## src/hdl/sql_statement_splitter_macros.svh

```systemverilog
// Assertion macros shared by the splitter modules.
// Each macro names the clock and the active-low reset that disables the check.
`ifndef SQL_STATEMENT_SPLITTER_MACROS_SVH
`define SQL_STATEMENT_SPLITTER_MACROS_SVH
`ifndef SYNTHESIS
`define SSS_ASSERT(label, clk, rst_n, prop) \
    label: assert property (@(posedge clk) disable iff (!rst_n) (prop)) \
        else $error("splitter assertion failed");
`define SSS_ASSERT_IMPL(label, clk, rst_n, ante, cons) \
    label: assert property (@(posedge clk) disable iff (!rst_n) (ante) |-> (cons)) \
        else $error("splitter assertion failed");
`define SSS_ASSERT_NEXT(label, clk, rst_n, ante, cons) \
    label: assert property (@(posedge clk) disable iff (!rst_n) (ante) |=> (cons)) \
        else $error("splitter assertion failed");
`else
`define SSS_ASSERT(label, clk, rst_n, prop)
`define SSS_ASSERT_IMPL(label, clk, rst_n, ante, cons)
`define SSS_ASSERT_NEXT(label, clk, rst_n, ante, cons)
`endif
`endif

```

## src/hdl/sss_pkg.sv

```systemverilog
package sss_pkg;

    localparam logic       KIND_DATA = 1'b0;
    localparam logic       KIND_END  = 1'b1;

    localparam logic [7:0] C_SEMICOLON = 8'h3B;
    localparam logic [7:0] C_QUOTE     = 8'h27;
    localparam logic [7:0] C_BACKSLASH = 8'h5C;

    localparam logic [1:0] ST_OK         = 2'd0;
    localparam logic [1:0] ST_PART_LIMIT = 2'd1;
    localparam logic [1:0] ST_CAP        = 2'd2;

    localparam logic [23:0] C_PART_MAX       = 24'hFFFFFF;
    localparam logic [31:0] C_MAX_PART_RESET = 32'd1048576;

    typedef struct packed {
        logic       kind;
        logic [7:0] data_byte;
    } t_in_word;

    typedef struct packed {
        logic [30:0] statement_length;
        logic [23:0] part_index;
        logic [31:0] part_offset;
        logic        new_part;
        logic [1:0]  status;
        logic        is_final;
    } t_out_word;

    // One ended statement, handed from the front end to the placement logic.
    typedef struct packed {
        logic [30:0] length;
        logic        is_final;
        logic        cap_hit;
    } t_stmt_evt;

    // Queue status seen by the two sides.
    typedef struct packed {
        logic full;
        logic empty;
    } t_queue_stat;

endpackage

```

## src/hdl/sql_statement_splitter.sv

```systemverilog
// Throughput: one input word per cycle while the event queue is not full; one result
// word per cycle from the output register while i_out_stall is low.
// A run of results faster than the consumer takes them is absorbed by the event queue.
// Reset is synchronous and active low; it clears all stream and part state and
// restores max_part_bytes to 1048576. A halt after an error lasts until reset.
module sql_statement_splitter import sss_pkg::*; #(
    parameter int STATEMENT_CAP_BYTES = 1073741824,
    parameter int QUEUE_DEPTH         = 4
) (
    input  logic        i_clk,
    input  logic        i_rst_n,
    input  logic        i_cfg_wr_en,
    input  logic [31:0] i_cfg_wr_data,
    input  logic        i_in_valid,
    input  t_in_word    i_in_word,
    output logic        o_in_stall,
    output logic        o_out_valid,
    output t_out_word   o_out_word,
    input  logic        i_out_stall
);

    // The front end runs the escape and quote tracker on every input word and
    // counts statement bytes. Each ended statement, end of input, or a cap
    // overflow becomes one event in a short queue. The front end stalls its
    // input only when that queue is full.
    //
    // The back end pops one event per cycle whenever its output register is
    // empty or being taken, places the statement into the current part with
    // one wide add and two compares against max_part_bytes, and loads the result
    // word. After any error it stops producing results and drains the queue.

    t_queue_stat q_stat;
    t_stmt_evt   push_evt;
    t_stmt_evt   head_evt;
    logic        push;
    logic        pop;

    sss_front #(
        .STATEMENT_CAP_BYTES(STATEMENT_CAP_BYTES)
    ) u_front (
        .i_clk      (i_clk),
        .i_rst_n    (i_rst_n),
        .i_in_valid (i_in_valid),
        .i_in_word  (i_in_word),
        .o_in_stall (o_in_stall),
        .i_q_stat   (q_stat),
        .o_push     (push),
        .o_push_evt (push_evt)
    );

    sss_queue #(
        .DEPTH(QUEUE_DEPTH)
    ) u_queue (
        .i_clk      (i_clk),
        .i_rst_n    (i_rst_n),
        .i_push     (push),
        .i_push_evt (push_evt),
        .i_pop      (pop),
        .o_head     (head_evt),
        .o_stat     (q_stat)
    );

    sss_back u_back (
        .i_clk         (i_clk),
        .i_rst_n       (i_rst_n),
        .i_cfg_wr_en   (i_cfg_wr_en),
        .i_cfg_wr_data (i_cfg_wr_data),
        .i_head        (head_evt),
        .i_q_stat      (q_stat),
        .o_pop         (pop),
        .o_out_valid   (o_out_valid),
        .o_out_word    (o_out_word),
        .i_out_stall   (i_out_stall)
    );

endmodule

```

## src/hdl/sss_front.sv

```systemverilog
module sss_front import sss_pkg::*; #(
    parameter int STATEMENT_CAP_BYTES = 1073741824
) (
    input  logic        i_clk,
    input  logic        i_rst_n,
    input  logic        i_in_valid,
    input  t_in_word    i_in_word,
    output logic        o_in_stall,
    input  t_queue_stat i_q_stat,
    output logic        o_push,
    output t_stmt_evt   o_push_evt
);

    localparam logic [30:0] CAP = 31'(STATEMENT_CAP_BYTES);

    logic        r_inside_quote, n_inside_quote;
    logic        r_escape, n_escape;
    logic [30:0] r_count, n_count;
    logic        r_halted, n_halted;
    logic        accept;
    logic        ends;
    logic [30:0] count_inc;

    // Once halted every word is swallowed.
    assign o_in_stall = i_q_stat.full && !r_halted;
    assign accept     = i_in_valid && !o_in_stall;
    assign count_inc  = r_count + 31'd1;

    always_comb begin
        n_inside_quote = r_inside_quote;
        n_escape       = r_escape;
        n_count        = r_count;
        n_halted       = r_halted;
        o_push         = 1'b0;
        o_push_evt     = '{length: r_count, is_final: 1'b0, cap_hit: 1'b0};
        ends           = 1'b0;
        if (accept && !r_halted) begin
            if (i_in_word.kind == KIND_END) begin
                o_push          = 1'b1;
                o_push_evt.is_final = 1'b1;
                n_inside_quote  = 1'b0;
                n_escape        = 1'b0;
                n_count         = '0;
            end else begin
                if (r_escape) begin
                    n_escape = 1'b0;
                end else if (i_in_word.data_byte == C_BACKSLASH) begin
                    n_escape = 1'b1;
                end else if (i_in_word.data_byte == C_QUOTE) begin
                    n_inside_quote = !r_inside_quote;
                end else if (i_in_word.data_byte == C_SEMICOLON && !r_inside_quote) begin
                    ends = 1'b1;
                end
                n_count = count_inc;
                if (count_inc > CAP) begin
                    o_push             = 1'b1;
                    o_push_evt.length  = count_inc;
                    o_push_evt.cap_hit = 1'b1;
                    n_halted           = 1'b1;
                end else if (ends) begin
                    o_push            = 1'b1;
                    o_push_evt.length = count_inc;
                    n_count           = '0;
                    n_inside_quote    = 1'b0;
                    n_escape          = 1'b0;
                end
            end
        end
    end

    always_ff @(posedge i_clk) begin
        if (!i_rst_n) begin
            r_inside_quote <= 1'b0;
            r_escape       <= 1'b0;
            r_count        <= '0;
            r_halted       <= 1'b0;
        end else begin
            r_inside_quote <= n_inside_quote;
            r_escape       <= n_escape;
            r_count        <= n_count;
            r_halted       <= n_halted;
        end
    end

endmodule

```

## src/hdl/sss_queue.sv

```systemverilog
module sss_queue import sss_pkg::*; #(
    parameter int DEPTH = 4
) (
    input  logic        i_clk,
    input  logic        i_rst_n,
    input  logic        i_push,
    input  t_stmt_evt   i_push_evt,
    input  logic        i_pop,
    output t_stmt_evt   o_head,
    output t_queue_stat o_stat
);
`include "sql_statement_splitter_macros.svh"

    localparam int PW = (DEPTH > 1) ? $clog2(DEPTH) : 1;
    localparam int CW = $clog2(DEPTH + 1);
    localparam logic [PW-1:0] LAST = PW'(DEPTH - 1);
    localparam logic [CW-1:0] FULL_COUNT = CW'(DEPTH);

    t_stmt_evt     r_mem [DEPTH];
    logic [PW-1:0] r_wr_ptr, n_wr_ptr;
    logic [PW-1:0] r_rd_ptr, n_rd_ptr;
    logic [CW-1:0] r_count, n_count;

    assign o_head       = r_mem[r_rd_ptr];
    assign o_stat.full  = (r_count == FULL_COUNT);
    assign o_stat.empty = (r_count == '0);

    always_comb begin
        n_wr_ptr = r_wr_ptr;
        n_rd_ptr = r_rd_ptr;
        n_count  = r_count;
        if (i_push) begin
            n_wr_ptr = (r_wr_ptr == LAST) ? '0 : r_wr_ptr + PW'(1);
        end
        if (i_pop) begin
            n_rd_ptr = (r_rd_ptr == LAST) ? '0 : r_rd_ptr + PW'(1);
        end
        if (i_push && !i_pop) begin
            n_count = r_count + CW'(1);
        end else if (!i_push && i_pop) begin
            n_count = r_count - CW'(1);
        end
    end

    always_ff @(posedge i_clk) begin
        if (i_push) begin
            r_mem[r_wr_ptr] <= i_push_evt;
        end
    end

    always_ff @(posedge i_clk) begin
        if (!i_rst_n) begin
            r_wr_ptr <= '0;
            r_rd_ptr <= '0;
            r_count  <= '0;
        end else begin
            r_wr_ptr <= n_wr_ptr;
            r_rd_ptr <= n_rd_ptr;
            r_count  <= n_count;
        end
    end

    `SSS_ASSERT_IMPL(a_no_push_when_full, i_clk, i_rst_n, i_push, !o_stat.full)
    `SSS_ASSERT_IMPL(a_no_pop_when_empty, i_clk, i_rst_n, i_pop, !o_stat.empty)
    `SSS_ASSERT(a_count_bounded, i_clk, i_rst_n, r_count <= FULL_COUNT)

endmodule

```

## src/hdl/sss_back.sv

```systemverilog
module sss_back import sss_pkg::*; (
    input  logic        i_clk,
    input  logic        i_rst_n,
    input  logic        i_cfg_wr_en,
    input  logic [31:0] i_cfg_wr_data,
    input  t_stmt_evt   i_head,
    input  t_queue_stat i_q_stat,
    output logic        o_pop,
    output logic        o_out_valid,
    output t_out_word   o_out_word,
    input  logic        i_out_stall
);
`include "sql_statement_splitter_macros.svh"

    logic [31:0] r_max_part;
    logic [31:0] r_fill, n_fill;
    logic [23:0] r_part, n_part;
    logic        r_halted, n_halted;
    logic        r_out_valid, n_out_valid;
    t_out_word   r_out_word, n_out_word;
    logic [32:0] len_ext;
    logic [32:0] sum;

    assign o_pop       = !i_q_stat.empty && (!r_out_valid || !i_out_stall);
    assign o_out_valid = r_out_valid;
    assign o_out_word  = r_out_word;
    assign len_ext     = {2'b00, i_head.length};
    assign sum         = len_ext + {1'b0, r_fill};

    always_comb begin
        n_fill      = r_fill;
        n_part      = r_part;
        n_halted    = r_halted;
        n_out_valid = r_out_valid && i_out_stall;
        n_out_word  = r_out_word;
        if (o_pop && !r_halted) begin
            n_out_valid = 1'b1;
            n_out_word  = '{statement_length: i_head.length, part_index: r_part,
                            part_offset: r_fill, new_part: 1'b0, status: ST_OK,
                            is_final: i_head.is_final};
            if (i_head.cap_hit) begin
                n_out_word.status = ST_CAP;
                n_halted          = 1'b1;
            end else if (len_ext > {1'b0, r_max_part}) begin
                n_out_word.status = ST_PART_LIMIT;
                n_halted          = 1'b1;
            end else begin
                if (sum > {1'b0, r_max_part}) begin
                    if (r_part != C_PART_MAX) begin
                        n_part = r_part + 24'd1;
                    end
                    n_fill                 = {1'b0, i_head.length};
                    n_out_word.part_index  = n_part;
                    n_out_word.part_offset = '0;
                    n_out_word.new_part    = 1'b1;
                end else begin
                    n_fill = sum[31:0];
                end
                // End of input starts the next stream at part zero.
                if (i_head.is_final) begin
                    n_fill = '0;
                    n_part = '0;
                end
            end
        end
    end

    always_ff @(posedge i_clk) begin
        r_out_word <= n_out_word;
    end

    always_ff @(posedge i_clk) begin
        if (!i_rst_n) begin
            r_max_part  <= C_MAX_PART_RESET;
            r_fill      <= '0;
            r_part      <= '0;
            r_halted    <= 1'b0;
            r_out_valid <= 1'b0;
        end else begin
            if (i_cfg_wr_en) begin
                r_max_part <= i_cfg_wr_data;
            end
            r_fill      <= n_fill;
            r_part      <= n_part;
            r_halted    <= n_halted;
            r_out_valid <= n_out_valid;
        end
    end

    `SSS_ASSERT_IMPL(a_new_part_at_zero, i_clk, i_rst_n, r_out_valid && r_out_word.new_part, r_out_word.part_offset == '0)
    `SSS_ASSERT_IMPL(a_error_halts, i_clk, i_rst_n, r_out_valid && r_out_word.status != ST_OK, r_halted)
    `SSS_ASSERT_NEXT(a_halt_sticks, i_clk, i_rst_n, r_halted, r_halted)

endmodule
```

## config.mk

```make
export PLATFORM = sky130hd
export DESIGN_NAME = sql_statement_splitter
export DESIGN_NICKNAME = d
export VERILOG_FILES = /design/src/hdl/sss_pkg.sv /design/src/hdl/sql_statement_splitter.sv /design/src/hdl/sss_front.sv /design/src/hdl/sss_queue.sv /design/src/hdl/sss_back.sv
export VERILOG_INCLUDE_DIRS = /design/src /design/src/hdl
export SDC_FILE = /design/constraint.sdc
export NUM_CORES = 1
export LEC_CHECK = 0
export ABC_AREA = 1
export BUFFER_PORTS_ARGS = -buffer_cell sky130_fd_sc_hd__buf_4
export CAP_MARGIN = 0
export CELL_PAD_IN_SITES_DETAIL_PLACEMENT = 0
export CELL_PAD_IN_SITES_GLOBAL_PLACEMENT = 1
export CORE_MARGIN = 1.5
export CORE_UTILIZATION = 35
export DETAILED_ROUTE_END_ITERATION = 6
export GPL_ROUTABILITY_DRIVEN = 0
export HOLD_SLACK_MARGIN = 0.02
export PLACE_DENSITY = 0.65
export SLEW_MARGIN = 15
export SYNTH_ARGS = -nofsm -noshare
export SYNTH_HDL_FRONTEND = slang
export SYNTH_SLANG_ARGS = --single-unit
```

## constraint.sdc

```tcl
create_clock -name i_clk -period 12 [get_ports i_clk]
set_input_delay 0.6 -clock i_clk [delete_from_list [all_inputs] [get_ports i_clk]]
set_output_delay 0.6 -clock i_clk [all_outputs]
set_load 0.01 [all_outputs]
```

# --- Word level (Yosys, flattened, before mapping) ---
# Memories as Yosys holds them, arrays and structs flattened. A register that Yosys moved wholly into a read port is not among the register bits.
# Cells that the tools add are included.
# Widths: inputs -> output; s select.
classes:
  n_addsub: 7
  n_lt_le_gt_ge: 3
  n_eq_ne: 7
  mux: 51
  bitwise_logic: 3
  reduce_logical: 28
ops:
  columns: ["op", "n"]
  rows:
  - ["$mux 31", 6]
  - ["$mux 57", 3]
  - ["$mux 24", 3]
  - ["$mux 32", 2]
  - ["$add 31x32->33", 1]
  - ["$gt 33x32->1", 1]
  - ["$mux 33", 1]
  - ["$gt 31x32->1", 1]
  - ["$add 31x1->31 const B", 1]
  - ["$gt 31x31->1 const B", 1]
  - ["$mux 1", 30]
  - ["$add 24x1->24 const B", 1]
  - ["$ne 24x24->1 const B", 1]
  - ["$eq 8x6->1 const B", 2]
  - ["$logic_and 1x1->1", 9]
  - ["$logic_not 1->1", 9]
  - ["$eq 8x7->1 const B", 1]
  - ["$mux 2", 4]
  - ["$mux 3", 2]
  - ["$reduce_and 3->1", 2]
  - ["$reduce_bool 2->1", 3]
  - ["$add 2x1->2 const B", 2]
  - ["$eq 2x2->1 const B", 2]
  - ["$reduce_and 4->1", 1]
  - ["8 further kinds", 10]
word_totals:
  regBits: 222
  ram_bits: 132
  in_bits: 46
  wordCells: 118
  mem_count: 1
memory_table:
  columns: ["name", "depth", "word_bits", "read_ports", "rd_ports_with_merged_regs", "wr", "line", "rtl"]
  rows:
  - ["u_queue.r_mem", 4, 33, 1, 1, 1, "sss_queue.sv:19", "t_stmt_evt r_mem [DEPTH];"]

# --- Longest topological paths before layout ---
# Gate-level depths: netlist (run 1).
depth:
  word_depth: 16
  ltp_mapped: 32

# --- Cells and area by module ---
# From an unflattened synthesis (run 1), not the netlist that was laid out.
unflattened:
  hier_cells: 2349
  hier_area_um2: 19456.2
by_module_without_submodules:
  columns: ["module", "instances", "cells_each", "area_per_inst_um2"]
  rows:
  - ["sss_back", 1, 1413, 11019.3]
  - ["sss_queue", 1, 378, 5363.9]
  - ["sss_front", 1, 558, 3072.9]

# --- Worst setup path after synthesis (run 1) ---
# No wires, ideal clock.
synth_path:
  kind: "input to register"
  start: "input i_out_stall"
  end: "register u_back.r_part[19]"
  t_arrival_ns: 5.910
  required_ns: 11.868
  slack_ns: 5.958
  path_stages: 9
  path_buffers: 1
  cell_sequence: "nand2_1 > o31ai_1 > nor2_1 > nand3_1 > inv_1 > nand2_1 > buf_2 > nand2_1 > a21oi_1"
synth_between:
  elab_chain_cells: 5
synth_rtl:
  columns: ["element", "line", "rtl"]
  rows:
  - ["from (decl)", "sql_statement_splitter.sv:19", "input logic i_out_stall"]
  - ["$logic_not 1->1", "sss_back.sv:24", "assign o_pop = !i_q_stat.empty && (!r_out_valid || !i_out_stall);"]
  - ["$logic_or 1x1->1", "sss_back.sv:24", null]
  - ["$logic_and 1x1->1", "sss_back.sv:24", null]
  - ["$logic_and 1x1->1", "sss_back.sv:36", "if (o_pop && !r_halted) begin"]
  - ["$reduce_and 4->1 (no source line)", null, null]
  - ["to (signal assigned)", "sss_back.sv:84", "r_part <= n_part;"]
  - ["to (decl)", "sss_back.sv:17", "logic [23:0] r_part, n_part;"]
# No other way between the ends.
# A chain may end at the register's enable or synchronous reset.

==> impl_results.md, run 1 <==
* Largest net degree at the start of global routing at 68
* Static leakage at 9.22 nW
* Detail Placement HPWL at 43700 um
* Synth Flop Type: sky130_fd_sc_hd__edfxtp_1
* Ant diodes at 0
* Critical path's largest stage delay at 0.86 ns
* Cell depth of the worst flop-to-flop path at 32
* Clock latency on the worst-skew pair at 0.57 ns
* Cell at the root of the clock tree: sky130_fd_sc_hd__clkbuf_16
* Number of hold-slack violations in the final timing report at 0
* Count of input and output buffers at 138
* Data arrival, critical path at 8.41 ns
* Register bit count reported by yosys at 356
* All-Layer GR Usage at 21.2%
* Number of setup buffers added after CTS at 0
* Via count of the routed design at 16075
* TritonCTS buffer count at 41
* Global-route wire length before repair at 91500 um
* Number of sinks on the clock net at 356
* Initial antenna violation count at 2
* CTS H-Tree Depth at 2
* Final setup violating endpoints at 0
* Slew Limit Fails at 0
* DRT iter0 DRCs at 1123
* Number of cells on the worst hold path at 3
* PostCTS Resize Cnt at 0
* Setup crit start kind: register
* Synthesized area divided by synthesized cell count at 8.24 um2
* Number of iterations in the first detailed-routing pass at 7
* Critical-path top delay cell: sky130_fd_sc_hd__nor2_2
* Outcome: completed
* Core Area at 54100 um2
* Slew at the pin closest to its max-slew limit at 1.16 ns
* Most frequent cell on the critical path: sky130_fd_sc_hd__nand2_1
* Share of synthesized registers carrying an async set or reset at 0%
* Sum of overflow across all layers after global routing at 0
* Via count of the first global-routing pass at 15728
* Number of flops mapped to enable cells by yosys at 223
* # rows at 85
* Tcrit/Tclk final at 67.5%
* Sequential share of the synthesized area at 48.6%
* Unrepaired setup endpoints after global routing: no
* Power per unit of standard cell area at 252 nW/um2
* Via density at 5.02
* Fill cell total of the finished layout at 5477
* Syn Inst Count at 2336
* Maxcap violations at 0
* Die X-Extent at 238 um
* Area growth syn-to-layout at 16.7%
* Hold buffer count at CTS at 0
* Max frequency at 0.124 GHz
* Synth warn at 0
* Die Footprint at 56400 um2
* Worst Path Max Fanout at 67
* Setup total negative slack at 0 ns
* Post-route standard cell area excluding fillers at 22500 um2
* Worst path required time at 12.31 ns
* Worst Skew at 0.0231 ns
* Worst rel slew slack at 22.5%
* Min-delay worst type: in2reg
* I/O pin cnt at 139
* Initial standard-cell utilization of the core at 35.6%
* Post-route DRC at 0
* Crit path capture type: register
* Layout cell share with drive strength beyond 1 at 11.2%
* Clock tree from TritonCTS: yes
* Distinct cells, synth at 47
* Height of the die at 238 um
* Post-synthesis net count at 2487
* Number of routed nets with antenna violations at 0
* Post-synthesis cell area at 19300 um2
* Maximum count of clock buffers along a single path at 3
* Fin nets at 2627
* Cell area after placement at 21100 um2
* Category of the critical setup timing path: reg2reg
* Maximum vdd drop at 0.155 mV
* Final Critical Period at 8.09 ns
* Worst hold slack across all endpoints at 0.271 ns
* Post-CTS clock slew at the launch and capture registers of the worst setup and hold paths at 0.06 ns
* Routed wirelength normalized by instance count at 18.6 um
* Detailed-route wire length at 59700 um
==> sequential cells by signal, summed over array words and instances (netlist names), 2 cells and up, named ones only <==
signal / cells
u_queue.r_wr_ptr: 2
u_queue.r_count: 3
u_queue.r_rd_ptr: 2
u_back.r_max_part: 32
u_back.o_out_word: 91
u_back.r_fill: 32
u_back.r_part: 24
u_front.r_count: 31
u_queue.r_mem: 132
==> power breakdown <==
| group | internal (W) | total, W | leakage [nW] | switching (W) |
|---|---|---|---|---|
| logic | 0.000905 | 0.00267 | 5.29 | 0.00177 |
| registers | 0.00162 | 0.00173 | 3.28 | 0.000117 |
| clock network | 0.000737 | 0.00126 | 0.642 | 0.000521 |
| total | 0.00326 | 0.00566 | 9.22 | 0.00240 |
==> cells in the mapped netlist (8+ instances only) <==
master / count / area, um2
sky130_fd_sc_hd__dfxtp_1: 133 / 2660
sky130_fd_sc_hd__o22ai_1: 31 / 194
sky130_fd_sc_hd__a21o_1: 10 / 75.1
sky130_fd_sc_hd__nand2_1: 566 / 2120
sky130_fd_sc_hd__ha_1: 103 / 1290
sky130_fd_sc_hd__nor3_1: 31 / 155
sky130_fd_sc_hd__nand4_1: 27 / 169
sky130_fd_sc_hd__xor2_1: 38 / 333
sky130_fd_sc_hd__o21ai_0: 163 / 816
sky130_fd_sc_hd__inv_1: 257 / 965
sky130_fd_sc_hd__buf_2: 13 / 65.1
sky130_fd_sc_hd__xnor2_1: 9 / 78.8
sky130_fd_sc_hd__clkbuf_1: 54 / 203
sky130_fd_sc_hd__nor4_1: 8 / 50.1
sky130_fd_sc_hd__nand3b_1: 34 / 255
sky130_fd_sc_hd__nand3_1: 116 / 581
sky130_fd_sc_hd__o21ai_1: 22 / 110
sky130_fd_sc_hd__a21oi_1: 196 / 981
sky130_fd_sc_hd__edfxtp_1: 223 / 6700
sky130_fd_sc_hd__nor2_1: 218 / 818
==> final timing paths <==
kind / startpoint / to / slack, ns
worst max-delay path: register / u_back.o_out_word[5]$_DFFE_PP_ / 3.91
worst min-delay path: i_cfg_wr_data[20] / u_back.r_max_part[20]$_SDFFE_PN1P_ / 0.27
worst max register to register: register / u_back.o_out_word[5]$_DFFE_PP_ / 3.91
worst min register to register: u_back.r_part[16]$_SDFFE_PN0P_ / u_back.r_part[16]$_SDFFE_PN0P_ / 0.48
==> per-layer routing <==
layer / share of wire (%) / global-route usage, % / vias up
met5: 0.023 / 0 / -
met4: 3.2 / 6.91 / 2
met3: 4.3 / 3.24 / 104
met2: 47 / 35.3 / 352
met1: 46 / 28.2 / 7494
li1: - / - / 8123
==> cell families (layout without fill, tap and decap cells) <==
group | count (synthesis) | after routing | share of synthesized area, %
buf+inv | 349 | 522 | 7.18
flops | 356 | 356 | 48.6
fa+ha+maj | 105 | 105 | 6.90
simple gates | 1027 | 1027 | 22.7
compound gates | 452 | 452 | 12.5
xor+xnor | 47 | 47 | 2.14
==> final cells by class <==
| class | count | area, um2 | area share [%] |
|---|---|---|---|
| Tap cell | 696 | 871 | 3.88 |
| Clock inverter | 21 | 204 | 0.908 |
| Clock buffer | 55 | 1140 | 5.08 |
| Timing Repair Buffer | 180 | 1350 | 6.01 |
| Sequential cell | 356 | 9360 | 41.7 |
| Inverter | 266 | 998 | 4.44 |
| Multi-Input combinational cell | 1631 | 8540 | 38.0 |
==> layout by cell type, fill, tap and decap left out, types with 3 or more instances in the layout <==
| cell type | synthesis | routed |
|---|---|---|
| sky130_fd_sc_hd__clkinv_2 | 0 | 4 |
| sky130_fd_sc_hd__nor2_4 | 4 | 5 |
| sky130_fd_sc_hd__nor2_2 | 4 | 9 |
| sky130_fd_sc_hd__o21ai_1 | 22 | 22 |
| sky130_fd_sc_hd__nor3_1 | 31 | 31 |
| sky130_fd_sc_hd__nand2_2 | 7 | 7 |
| sky130_fd_sc_hd__nor4_1 | 8 | 8 |
| sky130_fd_sc_hd__nor2_1 | 218 | 212 |
| sky130_fd_sc_hd__nand3_1 | 116 | 114 |
| sky130_fd_sc_hd__dfxtp_1 | 133 | 132 |
| sky130_fd_sc_hd__edfxtp_1 | 223 | 223 |
| sky130_fd_sc_hd__nand3_2 | 2 | 4 |
| sky130_fd_sc_hd__inv_1 | 257 | 257 |
| sky130_fd_sc_hd__o22ai_1 | 31 | 31 |
| sky130_fd_sc_hd__nand2_1 | 566 | 566 |
| sky130_fd_sc_hd__o21a_1 | 4 | 4 |
| sky130_fd_sc_hd__o21bai_1 | 7 | 7 |
| sky130_fd_sc_hd__a21oi_1 | 196 | 196 |
| sky130_fd_sc_hd__a31oi_1 | 3 | 3 |
| sky130_fd_sc_hd__o211ai_1 | 4 | 4 |
| sky130_fd_sc_hd__clkinvlp_4 | 0 | 5 |
| sky130_fd_sc_hd__buf_4 | 3 | 180 |
| sky130_fd_sc_hd__o21ai_0 | 163 | 163 |
| sky130_fd_sc_hd__a32oi_1 | 4 | 4 |
| sky130_fd_sc_hd__xor2_1 | 38 | 38 |
| sky130_fd_sc_hd__clkinv_1 | 3 | 6 |
| sky130_fd_sc_hd__clkbuf_1 | 54 | 10 |
| sky130_fd_sc_hd__nand4_1 | 27 | 27 |
| sky130_fd_sc_hd__xnor2_1 | 9 | 9 |
| sky130_fd_sc_hd__ha_1 | 103 | 103 |
| sky130_fd_sc_hd__nand3b_1 | 34 | 34 |
| sky130_fd_sc_hd__clkbuf_16 | 0 | 43 |
| sky130_fd_sc_hd__a21o_1 | 10 | 10 |
| sky130_fd_sc_hd__inv_2 | 6 | 7 |
| sky130_fd_sc_hd__bufinv_16 | 0 | 3 |
| sky130_fd_sc_hd__clkinv_4 | 0 | 3 |
==> through the flow <==
step	power (W)	setup slack, ns	instances	util [%]
after CTS	0.00573	3.85	3205	41.5
after detailed placement	0.00445	3.91	3129	39.0
after global routing	0.00608	3.08	3205	41.5
after global placement	0.00443	4.01	3129	39.0
final	0.00566	3.91	3205	41.5
after floorplan	0.00342	5.96	2336	-
==> critical path, delay by kind of cell (launching register included) <==
kind,cells,cell delay [ns]
AOI/OAI and AO/OA,1,0.33
xor gates and xnor gates,1,0.22
adders and majority gates,3,0.93
buffers and inverters,9,2.69
DFF,1,0.31
and+or+nand+nor,18,3.26
Power figures use the tool's default switching activity.
==> inputs of run 2 (changes only) <==
--- a/config.mk
+++ b/config.mk
@@ -16,7 +16,7 @@
 export DETAILED_ROUTE_END_ITERATION = 6
 export GPL_ROUTABILITY_DRIVEN = 0
 export HOLD_SLACK_MARGIN = 0.02
-export PLACE_DENSITY = 0.65
+export PLACE_DENSITY = 0.67
 export SLEW_MARGIN = 15
 export SYNTH_ARGS = -nofsm -noshare
 export SYNTH_HDL_FRONTEND = slang
==> constraint.sdc (replaced) <==
create_clock -name i_clk -period 6.6 [get_ports i_clk]
set_input_delay 0.33 -clock i_clk [delete_from_list [all_inputs] [get_ports i_clk]]
set_output_delay 0.33 -clock i_clk [all_outputs]
set_load 0.01 [all_outputs]
==> run 2 against run 1 <==
Against the previous run: register-to-register slack got worse by 3.2 ns; design area rose by 0.50%; critical path depth fell by 10; critical path type unchanged.
==> impl_results.md, run 2 (synthesis results as in run 1) <==
* Outcome: completed (unchanged)
* Crit path capture type: register (unchanged)
* Global-route wire length before repair at 91500 um (about the same)
* Post-CTS clock slew at the launch and capture registers of the worst setup and hold paths at 0.06 ns (about the same)
* Static leakage at 9.25 nW (was 9.22 nW)
* Clock tree from TritonCTS: yes (unchanged)
* Placed insts at 3125 (was 3129)
* Count of placed standard cells in the final layout, fillers left out at 3211 (was 3205)
* Sum of overflow across all layers after global routing at 0 (unchanged)
* Number of setup buffers added after CTS at 0 (unchanged)
* Highest-count cells in the layout ignoring fill and taps: sky130_fd_sc_hd__nand2_1 (565), sky130_fd_sc_hd__inv_1 (256), sky130_fd_sc_hd__edfxtp_1 (223), sky130_fd_sc_hd__nor2_1 (212), sky130_fd_sc_hd__a21oi_1 (196) (was sky130_fd_sc_hd__nand2_1 (566), sky130_fd_sc_hd__inv_1 (257), sky130_fd_sc_hd__edfxtp_1 (223), sky130_fd_sc_hd__nor2_1 (212), sky130_fd_sc_hd__a21oi_1 (196))
* Via count of the routed design at 16141 (was 16075)
* TritonCTS buffer count at 41 (unchanged)
* Detailed-route wire length at 59200 um (was 59700 um)
* Commonest non-fill, non-tap cell in the layout: sky130_fd_sc_hd__nand2_1 (unchanged)
* All-Layer GR Usage at 21.1% (was 21.2%)
* Via density at 5.03 (was 5.02)
* Final Critical Period at 5.85 ns (was 8.09 ns)
* Number of hold-slack violations in the final timing report at 0 (unchanged)
* Worst Path Max Fanout at 41 (was 67)
* Ant diodes at 0 (unchanged)
* Tcrit/Tclk final at 88.6% (was 67.5%)
* Hold path startpoint: i_cfg_wr_data[1] (was i_cfg_wr_data[20])
* Category of the critical setup timing path: reg2reg (unchanged)
* Number of routed nets with antenna violations at 0 (unchanged)
* Maximum count of clock buffers along a single path at 3 (unchanged)
* Largest net degree at the start of global routing at 72 (was 68)
* Core Area at 54100 um2 (unchanged)
* Max frequency at 0.171 GHz (was 0.124 GHz)
* Initial standard-cell utilization of the core at 35.6% (unchanged)
* Worst Skew at 0.0297 ns (was 0.0231 ns)
* Unrepaired setup endpoints after global routing: no (unchanged)
* Fill cell total of the finished layout at 5470 (was 5477)
* Initial antenna violation count at 0 (was 2)
* Power per unit of standard cell area at 458 nW/um2 (was 252 nW/um2)
* Worst hold slack across all endpoints at 0.0552 ns (was 0.271 ns)
* PostCTS Resize Cnt at 0 (unchanged)
* Cell at the root of the clock tree: sky130_fd_sc_hd__clkbuf_16 (unchanged)
* Routed wirelength normalized by instance count at 18.4 um (was 18.6 um)
* # rows at 85 (unchanged)
* Final setup violating endpoints at 0 (unchanged)
* Layout cell share with drive strength beyond 1 at 11.1% (was 11.2%)
* Via count of the first global-routing pass at 15828 (was 15728)
* RR Endpoint: u_back.r_part[0]$_SDFFE_PN0P_ (was u_back.o_out_word[5]$_DFFE_PP_)
* I/O pin cnt at 139 (unchanged)
* Min-delay worst type: in2reg (unchanged)
* Fin nets at 2633 (was 2627)
* DRT iter0 DRCs at 1088 (was 1123)
* Maximum vdd drop at 0.466 mV (was 0.155 mV)
* Number of sinks on the clock net at 356 (unchanged)
* Maxcap violations at 0 (unchanged)
* Number of iterations in the first detailed-routing pass at 5 (was 7)
* Slew at the pin closest to its max-slew limit at 1.14 ns (was 1.16 ns)
* CTS H-Tree Depth at 2 (unchanged)
* Worst path required time at 7.11 ns (was 12.31 ns)
* Max FFs per register at 132 (unchanged)
* Detail Placement HPWL at 43000 um (was 43700 um)
* Area growth syn-to-layout at 17.3% (was 16.7%)
* Count of input and output buffers at 138 (unchanged)
* Post-route DRC at 0 (unchanged)
* Hold buffer count at CTS at 10 (was 0)
* Die X-Extent at 238 um (unchanged)
* Setup total negative slack at 0 ns (unchanged)
* Combined area of the multi-input logic cells at 8540 um2 (about the same)
* Cell depth of the worst flop-to-flop path at 22 (was 32)
* Register with the most flip-flops: u_queue.r_mem (unchanged)
* Die Footprint at 56400 um2 (unchanged)
* Number of cells on the worst hold path at 3 (unchanged)
* Worst rel slew slack at 24.0% (was 22.5%)
* Clock latency on the worst-skew pair at 0.59 ns (was 0.57 ns)
* Slew Limit Fails at 0 (unchanged)
* Height of the die at 238 um (unchanged)
* Data arrival, critical path at 6.36 ns (was 8.41 ns)
* Setup crit start kind: register (unchanged)
* End point of the worst hold path: u_back.r_max_part[1]$_SDFFE_PN0P_ (was u_back.r_max_part[20]$_SDFFE_PN1P_)
* Seq. cell area at 9360 um2 (unchanged)
* Slack of the worst reg-to-reg path at 0.75 ns (was 3.91 ns)
[run 2: changes by cell type in the layout (fill, tap and decap cells not counted), sizes merged]
cell,change
dlygate4sd3,+10
inv,-1
clkbuf,-1
clkinvlp,-1
buf,-4
clkinv,+3
[run 2: critical path, stage by stage, from the launching register on]
cell and delay [ns]:
sky130_fd_sc_hd__dfxtp_2 0.32, sky130_fd_sc_hd__buf_4 0.36, sky130_fd_sc_hd__buf_4 0.37, sky130_fd_sc_hd__o21ai_0 0.14
sky130_fd_sc_hd__o22ai_1 0.61, sky130_fd_sc_hd__ha_1 0.41, sky130_fd_sc_hd__a21oi_1 0.23, sky130_fd_sc_hd__a21boi_0 0.31
sky130_fd_sc_hd__o21ai_0 0.24, sky130_fd_sc_hd__a21oi_1 0.17, sky130_fd_sc_hd__nand2_1 0.13, sky130_fd_sc_hd__xor2_1 0.18
sky130_fd_sc_hd__ha_1 0.31, sky130_fd_sc_hd__inv_1 0.05, sky130_fd_sc_hd__nor2_1 0.20, sky130_fd_sc_hd__nand3_1 0.10
sky130_fd_sc_hd__nor2_1 0.09, sky130_fd_sc_hd__nand2_1 0.06, sky130_fd_sc_hd__nand2_1 0.09, sky130_fd_sc_hd__nand2_2 0.15
sky130_fd_sc_hd__nor2_2 0.91, sky130_fd_sc_hd__nand2_1 0.10, sky130_fd_sc_hd__a21oi_1 0.20
[run 2: cell type report]
class | count | area share (%)
inverter | 266 | 4.42
timing repair buffer | 186 | 6.29
multi-input combinational | 1631 | 37.8
tap | 696 | 3.86
clock buffer | 54 | 5.03
clock inverter | 22 | 1.12
sequential | 356 | 41.5
[run 2: through the flow]
step                utilization [%]  total power, W  setup WS (ns)  area [um2]
floorplan                         -         0.00623          0.800       19300
global placement               39.0         0.00802          0.896       21100
detailed placement             39.0         0.00806          0.858       21100
CTS                            41.7          0.0104          0.829       22600
global route                   41.7          0.0111          0.161       22600
finish                         41.7          0.0103          0.752       22600
[run 2: worst max path at each step]
stage / depth (start not counted) / to / startpoint
after CTS: 26 / u_back.r_part[0]$_SDFFE_PN0P_ / register
after detailed placement: 26 / u_back.r_part[16]$_SDFFE_PN0P_ / register
after global routing: 24 / u_back.r_part[20]$_SDFFE_PN0P_ / register
after floorplan: 8 / u_back.r_part[19]$_SDFFE_PN0P_ / u_queue.r_count[0]$_SDFFE_PN0P_
final: 22 / u_back.r_part[0]$_SDFFE_PN0P_ / register
after global placement: 22 / u_back.r_part[10]$_SDFFE_PN0P_ / register
[run 2: power by group]
group	total, W	internal [W]	switching [W]
clock	0.00233	0.00135	0.000977
sequential	0.00315	0.00294	0.000205
combinational	0.00486	0.00165	0.00322
total	0.0103	0.00594	0.00440
[run 2: per-layer routing]
layer	track usage (%)	routed length, um
met4	7.95	2030
met1	28.7	27500
met3	2.88	2680
met2	34.0	27000
met5	0	0
